`src/sv/rts_pkg.sv`:
```
// Shared types, constants and helpers for the ring task scheduler.
package rts_pkg;

  localparam int TASK_SLOTS = 16;
  localparam int SLOT_W     = $clog2(TASK_SLOTS);
  localparam int COUNT_W    = $clog2(TASK_SLOTS + 1);
  localparam int MODE_W     = 2;
  localparam int STATUS_W   = 3;

  typedef enum logic [MODE_W-1:0] {
    MODE_ADD    = 2'd0,
    MODE_REMOVE = 2'd1,
    MODE_SCHED  = 2'd2,
    MODE_SETRUN = 2'd3
  } mode_t;

  typedef enum logic [STATUS_W-1:0] {
    ST_OK     = 3'd0,
    ST_FULL   = 3'd1,
    ST_LAST   = 3'd2,
    ST_UNUSED = 3'd3,
    ST_NONE   = 3'd4
  } status_t;

  typedef enum logic [2:0] {
    S_IDLE,
    S_ADD_LINK,
    S_REM_LINK,
    S_WALK_RD,
    S_WALK
  } state_t;

  typedef struct packed {
    logic              found;
    logic [SLOT_W-1:0] slot;
  } free_pick_t;

  // Lowest slot whose used bit is clear.
  function automatic free_pick_t first_free(input logic [TASK_SLOTS-1:0] used);
    free_pick_t pick;
    pick.found = 1'b0;
    pick.slot  = '0;
    for (int i = TASK_SLOTS - 1; i >= 0; i--) begin
      if (!used[i]) begin
        pick.found = 1'b1;
        pick.slot  = SLOT_W'(i);
      end
    end
    return pick;
  endfunction

endpackage

```
`src/sv/rts_link_ram.sv`:
```
// Single-port-write, single-port-read link memory with registered read data.
module rts_link_ram #(
  parameter int DEPTH = 16,
  parameter int WIDTH = 4
) (
  input  logic                     clk,
  input  logic                     we,
  input  logic [$clog2(DEPTH)-1:0] waddr,
  input  logic [WIDTH-1:0]         wdata,
  input  logic [$clog2(DEPTH)-1:0] raddr,
  output logic [WIDTH-1:0]         rdata
);

  logic [WIDTH-1:0] mem [DEPTH];

  // A read of the entry being written returns the old contents.
  always_ff @(posedge clk) begin
    if (we) begin
      mem[waddr] <= wdata;
    end
    rdata <= mem[raddr];
  end

endmodule

```
`src/sv/ring_task_scheduler_unit.sv`:
```
// Round-robin task scheduler over a circular doubly linked ring of task slots.
//
//   channel  | ports                              | handshake
//   ---------+------------------------------------+---------------------------
//   command  | mode, task_slot, run_flag          | start & !busy
//   result   | status, result_slot, switched      | done, one cycle, no stall
//
// Set running, and any command refused as soon as it is accepted, ends on acceptance.
// Add ends on acceptance on an empty ring, else it goes on to S_ADD_LINK (one link read).
// Schedule walks the ring with one next-link read per slot visited in the
// walk. Remove goes to S_REM_LINK, then to S_WALK_RD and a walk if it removes the current task.
// Reset clears all slot flags, the count and current slot at once; the link
// memories need no clearing. The result strobe is never held off.
module ring_task_scheduler_unit
  import rts_pkg::*;
(
  input  logic                clk,
  input  logic                rst,
  input  logic                start,
  output logic                busy,
  input  logic [MODE_W-1:0]   mode,
  input  logic [SLOT_W-1:0]   task_slot,
  input  logic                run_flag,
  output logic                done,
  output logic [STATUS_W-1:0] status,
  output logic [SLOT_W-1:0]   result_slot,
  output logic                switched
);

  localparam logic [SLOT_W-1:0] WALK_LAST = SLOT_W'(TASK_SLOTS - 1);

  state_t state, state_next;

  logic [TASK_SLOTS-1:0] slot_used, slot_used_next;
  logic [TASK_SLOTS-1:0] slot_running, slot_running_next;
  logic [SLOT_W-1:0]     current_slot, current_slot_next;
  logic [COUNT_W-1:0]    task_count, task_count_next;
  logic [SLOT_W-1:0]     op_slot;
  logic [SLOT_W-1:0]     start_slot;
  logic [SLOT_W-1:0]     new_slot;
  logic [SLOT_W-1:0]     walk_cnt, walk_cnt_next;

  logic              next_we, prev_we;
  logic [SLOT_W-1:0] next_waddr, next_wdata, next_raddr, next_q;
  logic [SLOT_W-1:0] prev_waddr, prev_wdata, prev_raddr, prev_q;

  logic              res_valid;
  status_t           res_status;
  logic [SLOT_W-1:0] res_slot;
  logic              res_sw;

  logic       accept;
  free_pick_t pick;
  logic       walk_hit;

  assign accept   = start && (state == S_IDLE);
  assign busy     = (state != S_IDLE);
  assign pick     = first_free(slot_used);
  assign walk_hit = slot_used[next_q] && slot_running[next_q];

  rts_link_ram #(.DEPTH(TASK_SLOTS), .WIDTH(SLOT_W)) u_next_ram (
    .clk   (clk),
    .we    (next_we),
    .waddr (next_waddr),
    .wdata (next_wdata),
    .raddr (next_raddr),
    .rdata (next_q)
  );

  rts_link_ram #(.DEPTH(TASK_SLOTS), .WIDTH(SLOT_W)) u_prev_ram (
    .clk   (clk),
    .we    (prev_we),
    .waddr (prev_waddr),
    .wdata (prev_wdata),
    .raddr (prev_raddr),
    .rdata (prev_q)
  );

  // Next state.
  always_comb begin
    state_next = state;
    case (state)
      S_IDLE: begin
        if (start) begin
          case (mode_t'(mode))
            MODE_ADD: begin
              if (pick.found && task_count != '0) begin
                state_next = S_ADD_LINK;
              end
            end
            MODE_REMOVE: begin
              if (slot_used[task_slot] && task_count > COUNT_W'(1)) begin
                state_next = S_REM_LINK;
              end
            end
            MODE_SCHED: begin
              if (task_count != '0) begin
                state_next = S_WALK;
              end
            end
            default: state_next = S_IDLE;
          endcase
        end
      end
      S_ADD_LINK: state_next = S_IDLE;
      S_REM_LINK: state_next = (op_slot == current_slot) ? S_WALK_RD : S_IDLE;
      S_WALK_RD:  state_next = S_WALK;
      S_WALK: begin
        if (walk_hit || walk_cnt == WALK_LAST) begin
          state_next = S_IDLE;
        end
      end
      default: state_next = S_IDLE;
    endcase
  end

  // Memory accesses, state updates and the result of each transaction.
  always_comb begin
    slot_used_next    = slot_used;
    slot_running_next = slot_running;
    current_slot_next = current_slot;
    task_count_next   = task_count;
    walk_cnt_next     = '0;
    next_we    = 1'b0;
    next_waddr = current_slot;
    next_wdata = current_slot;
    next_raddr = current_slot;
    prev_we    = 1'b0;
    prev_waddr = current_slot;
    prev_wdata = current_slot;
    prev_raddr = task_slot;
    res_valid  = 1'b0;
    res_status = ST_OK;
    res_slot   = current_slot;
    res_sw     = 1'b0;
    case (state)
      S_IDLE: begin
        if (start) begin
          case (mode_t'(mode))
            MODE_ADD: begin
              if (!pick.found) begin
                res_valid  = 1'b1;
                res_status = ST_FULL;
              end else begin
                slot_used_next[pick.slot]    = 1'b1;
                slot_running_next[pick.slot] = 1'b0;
                task_count_next = task_count + COUNT_W'(1);
                if (task_count == '0) begin
                  // First task links to itself and becomes current.
                  next_we           = 1'b1;
                  next_waddr        = pick.slot;
                  next_wdata        = pick.slot;
                  prev_we           = 1'b1;
                  prev_waddr        = pick.slot;
                  prev_wdata        = pick.slot;
                  current_slot_next = pick.slot;
                  res_valid         = 1'b1;
                  res_slot          = pick.slot;
                  res_sw            = 1'b1;
                end else begin
                  // The read of next[current] sees the link before this write.
                  next_we    = 1'b1;
                  next_waddr = current_slot;
                  next_wdata = pick.slot;
                  prev_we    = 1'b1;
                  prev_waddr = pick.slot;
                  prev_wdata = current_slot;
                  next_raddr = current_slot;
                end
              end
            end
            MODE_REMOVE: begin
              if (!slot_used[task_slot]) begin
                res_valid  = 1'b1;
                res_status = ST_UNUSED;
              end else if (task_count <= COUNT_W'(1)) begin
                res_valid  = 1'b1;
                res_status = ST_LAST;
              end else begin
                next_raddr = task_slot;
                prev_raddr = task_slot;
              end
            end
            MODE_SCHED: begin
              if (task_count == '0) begin
                res_valid  = 1'b1;
                res_status = ST_NONE;
              end else begin
                next_raddr = current_slot;
              end
            end
            MODE_SETRUN: begin
              res_valid = 1'b1;
              if (!slot_used[task_slot]) begin
                res_status = ST_UNUSED;
              end else begin
                slot_running_next[task_slot] = run_flag;
              end
            end
            default: res_valid = 1'b0;
          endcase
        end
      end
      S_ADD_LINK: begin
        next_we    = 1'b1;
        next_waddr = new_slot;
        next_wdata = next_q;
        prev_we    = 1'b1;
        prev_waddr = next_q;
        prev_wdata = new_slot;
        res_valid  = 1'b1;
        res_slot   = new_slot;
      end
      S_REM_LINK: begin
        next_we    = 1'b1;
        next_waddr = prev_q;
        next_wdata = next_q;
        prev_we    = 1'b1;
        prev_waddr = next_q;
        prev_wdata = prev_q;
        slot_used_next[op_slot]    = 1'b0;
        slot_running_next[op_slot] = 1'b0;
        task_count_next = task_count - COUNT_W'(1);
        if (op_slot == current_slot) begin
          current_slot_next = prev_q;
        end else begin
          res_valid = 1'b1;
        end
      end
      S_WALK_RD: begin
        // The unlink has landed, so next[current] now skips the removed slot.
        next_raddr = current_slot;
      end
      S_WALK: begin
        if (walk_hit) begin
          current_slot_next = next_q;
          res_valid         = 1'b1;
          res_slot          = next_q;
          res_sw            = (next_q != start_slot);
        end else if (walk_cnt == WALK_LAST) begin
          res_valid  = 1'b1;
          res_status = ST_NONE;
          res_sw     = (current_slot != start_slot);
        end else begin
          next_raddr    = next_q;
          walk_cnt_next = walk_cnt + SLOT_W'(1);
        end
      end
      default: res_valid = 1'b0;
    endcase
  end

  always_ff @(posedge clk) begin
    if (rst) begin
      state        <= S_IDLE;
      slot_used    <= '0;
      slot_running <= '0;
      current_slot <= '0;
      task_count   <= '0;
      walk_cnt     <= '0;
      done         <= 1'b0;
    end else begin
      state        <= state_next;
      slot_used    <= slot_used_next;
      slot_running <= slot_running_next;
      current_slot <= current_slot_next;
      task_count   <= task_count_next;
      walk_cnt     <= walk_cnt_next;
      done         <= res_valid;
    end
  end

  always_ff @(posedge clk) begin
    if (accept) begin
      op_slot    <= task_slot;
      start_slot <= current_slot;
      new_slot   <= pick.slot;
    end
    if (res_valid) begin
      status      <= res_status;
      result_slot <= res_slot;
      switched    <= res_sw;
    end
  end

  // The count always matches the number of slots in use.
  assert property (@(posedge clk) disable iff (rst)
    $countones(slot_used) == int'(task_count))
    else $error("task count differs from number of used slots");

  // Only slots in use can be marked running.
  assert property (@(posedge clk) disable iff (rst)
    (slot_running & ~slot_used) == '0)
    else $error("running flag set on a free slot");

  // While any task exists, the current slot is one of them.
  assert property (@(posedge clk) disable iff (rst)
    task_count != '0 |-> slot_used[current_slot])
    else $error("current slot is not in use");

  // A transaction that leaves idle raises the result strobe on its return to idle.
  assert property (@(posedge clk) disable iff (rst)
    (state != S_IDLE) && (state_next == S_IDLE) |=> done)
    else $error("command finished without a result strobe");

endmodule
```
`config.mk`:
```
export PLATFORM = sky130hd
export DESIGN_NAME = ring_task_scheduler_unit
export DESIGN_NICKNAME = d
export VERILOG_FILES = /design/src/sv/rts_pkg.sv /design/src/sv/rts_link_ram.sv /design/src/sv/ring_task_scheduler_unit.sv
export SDC_FILE = /design/constraint.sdc
export NUM_CORES = 1
export LEC_CHECK = 0
export ABC_AREA = 0
export BUFFER_PORTS_ARGS = -buffer_cell sky130_fd_sc_hd__buf_4
export CORE_ASPECT_RATIO = 1.1
export CORE_MARGIN = 5
export CORE_UTILIZATION = 24
export CTS_BUF_LIST = sky130_fd_sc_hd__clkbuf_8
export CTS_CLUSTER_DIAMETER = 80
export DETAILED_ROUTE_END_ITERATION = 8
export GPL_TIMING_DRIVEN = 0
export SLEW_MARGIN = 15
export SYNTH_ARGS = -nofsm -noshare
export SYNTH_HDL_FRONTEND = slang
export SYNTH_SLANG_ARGS = --single-unit
```
`constraint.sdc`:
```
create_clock -name clk -period 8 [get_ports clk]
set_input_delay 0.8 -clock clk [delete_from_list [all_inputs] [get_ports clk]]
set_output_delay 0.8 -clock clk [all_outputs]
set_load 0.1 [all_outputs]
```
==> results.yml <==
cells_and_area:
  layout_commonest_cell: "edfxtp_1"
  fin_nets: 1002
  n_antenna_cell: 0
  final_cell_count_no_fill: 1579
  drive_above_1_share_pct: 13.8
  n_fill_cell: 4447
  final_cell_mix: "148 x edfxtp_1, 107 x nand2_1, 93 x nor2_1, 75 x o21ai_0, 57 x dfxtp_1"
  area_growth_pct: 15.7
synthesis:
  synth.distinct_cells: 67
  ys_seq_area_share_pct: 55.0
  ys_warn_count: 0
  syn_area_um2: 10200
  syn_area_per_cell_um2: 10.9
  yosysTopAreaCellShare_pct: 43.8
  synth-edff-count: 148
  synth_flop_cell: "edfxtp_1"
  yosysTopAreaCell: "edfxtp_1"
  synth_nets: 942
  synth_area_leaders: "edfxtp_1 44%, dfxtp_1 11%, mux4_2 5.1%"
  async_flop_share_pct: 0
  ys_ff_latch: 205
  syn_inst: 928
routing:
  ant_nets: 0
  wl_per_cell_um: 19.0
  vias_per_cell: 5.00
  drt_iter0_markers: 653
  finalWirelength_mm: 30.0
  dr.pass1.iters: 5
  vias: 7890
  drc: 0
global_routing:
  grt_pass1_wl_mm: 45.9
  grt_pass1_vias: 7891
  gr-usage-all-layers_pct: 12.6
  grt_max_degree: 21
  antenna_found_initial: 0
  grt_remaining_overflow: 0
clocking:
  cts_buffer_depth: 3
  numClockSinks: 205
  clk_pin_slew_ps: 60
  cts_setup_buffers: 0
  cts_buffers: 34
  cts-root-buf: "clkbuf_8"
  htreeDepth: 2
  hold_buffers: 0
  cts-resized-gates: 0
  insertion_delay_ps: 550
  cts_tree: "done"
setup_path:
  slowest_stage: "nor4_1"
  slowest_delay_ps: 830
  required_ps: 8190
  cp_max_fo: 18
  crit_path_cell_trace: "nand4_1 > nor4_1 > nor3_2 > nand3_2 > mux2_2 > o211ai_1 > o211a_1 > inv_1 > or3_1 > nor2_1"
  start_kind: "flip-flop"
  worstPathArrival_ps: 4590
  setup.worst_path.class: "reg2reg"
  endpoint_kind: "flip-flop"
timing:
  fin_crit_sh_pct: 55.1
  finalHoldViolations: 0
  rsz0062_at_grt: "no"
  relSlewSlack_pct: 36.4
  fmax_ghz: 0.227
  slew_viol_final: 0
  fin_skew_ps: 33.0
  tightest_slew_ps: 945
  setup-tns-final_ps: 0
  min_period_ps: 4410
  setup_viol: 0
placement:
  hpwl_mm: 21.7
  place_inst: 1519
  io_buffers: 18
  gp_congestion: 0.969
die:
  die_h_um: 226
  io_pins: 20
  die_w_um: 206
  die-area_um2: 46500
  core_um2: 42100
  rows: 79
  initial_core_util_pct: 24.1
hold_path:
  min_path_type: "reg2reg"
power:
  irDropWorstVdd_mv: 0.0802
  p_total_w: 0.00266
  p_leak_nw: 3.85
  p_per_area_nw_per_um2: 226
status:
  status: "complete, no violations"
job:
  max_cap_viol_count: 0
==> power by group <==
part	switching (W)	internal, W
Sequential	0.0000251	0.00121
Combinational	0.000380	0.000166
Clock	0.000424	0.000452
==> cell families (layout without fill, tap and decap cells) <==
kind of cell,count (synthesis),count (layout),synth area share (%)
AOI/OAI and AO/OA,229,229,14.5
xor gates and xnor gates,18,18,1.55
adders and majority gates,4,4,0.493
buffers and inverters,74,158,3.36
DFF,205,205,55.0
muxes,75,75,10.5
and+or+nand+nor,323,323,14.6
==> layout make-up <==
| type | count | area [um2] | area share [%] |
|---|---|---|---|
| Sequential cell | 205 | 5590 | 47.5 |
| Clock buffer | 36 | 495 | 4.22 |
| Multi-Input combinational cell | 649 | 4280 | 36.4 |
| Clock inverter | 24 | 139 | 1.18 |
| Inverter | 23 | 86.3 | 0.734 |
| Buffer | 51 | 255 | 2.17 |
| Timing Repair Buffer | 24 | 203 | 1.72 |
| Tap cell | 567 | 709 | 6.04 |
==> Yosys cell counts (all sizes together) (16+ instances only) <==
cell type and number:
inv 23, nand2b 20, buf 17, o21ai 76, nand3 29, nand2 107, edfxtp 148, clkbuf 34
dfxtp 57, xor2 16, nor2 93, mux2i 41, a21oi 56, nor3 20, mux4 24
==> layer usage <==
layer  vias to the layer above  share of wire, %  global-route usage, %
li1                       3611                 -                      -
met1                      3809                41                   16.1
met2                       389                47                   20.8
met3                        81               7.8                   2.21
met4                         0               4.1                   5.60
met5                         -                 0                      0
==> path summary, 6_finish.rpt <==
path	startpoint	endpoint	slack [ps]	depth (start not counted)
worst min-delay path	current_slot[0]	start_slot[0]	430	0
worst min register to register	current_slot[0]	start_slot[0]	430	0
worst max register to register	slot_used[8]	u_next_ram.mem[4][1]	3590	10
worst max-delay path	slot_used[8]	u_next_ram.mem[4][1]	3590	10
==> per-stage QoR <==
stage	hold slack, ps	util (%)	instance area, um2	setup slack [ps]
2_1_floorplan	406	-	10200	4300
3_3_place_gp	412	26.1	11000	2260
3_5_place_dp	418	26.4	11100	3670
4_1_cts	398	27.9	11800	3620
5_1_grt	405	27.9	11800	3420
6_report	428	27.9	11800	3590
==> flip-flops by register name (all words and copies together), names as in the netlist <==
signal and cells:
new_slot 4, status 3, u_prev_ram.rdata 4, switched 1
start_slot 4, state 3, u_prev_ram.mem 64, result_slot 4
u_next_ram.rdata 4, task_count 5, op_slot 4, current_slot 4
done 1, slot_running 16, walk_cnt 4, u_next_ram.mem 64
slot_used 16
==> worst max-delay path: cells and delay by family (launching register included) <==
family          cells  cell delay, ps
compound gates      2             480
mux                 1             380
buf+inv             1             230
simple gates        6            2420
flops               1             520
Power figures use the tool's default switching activity.
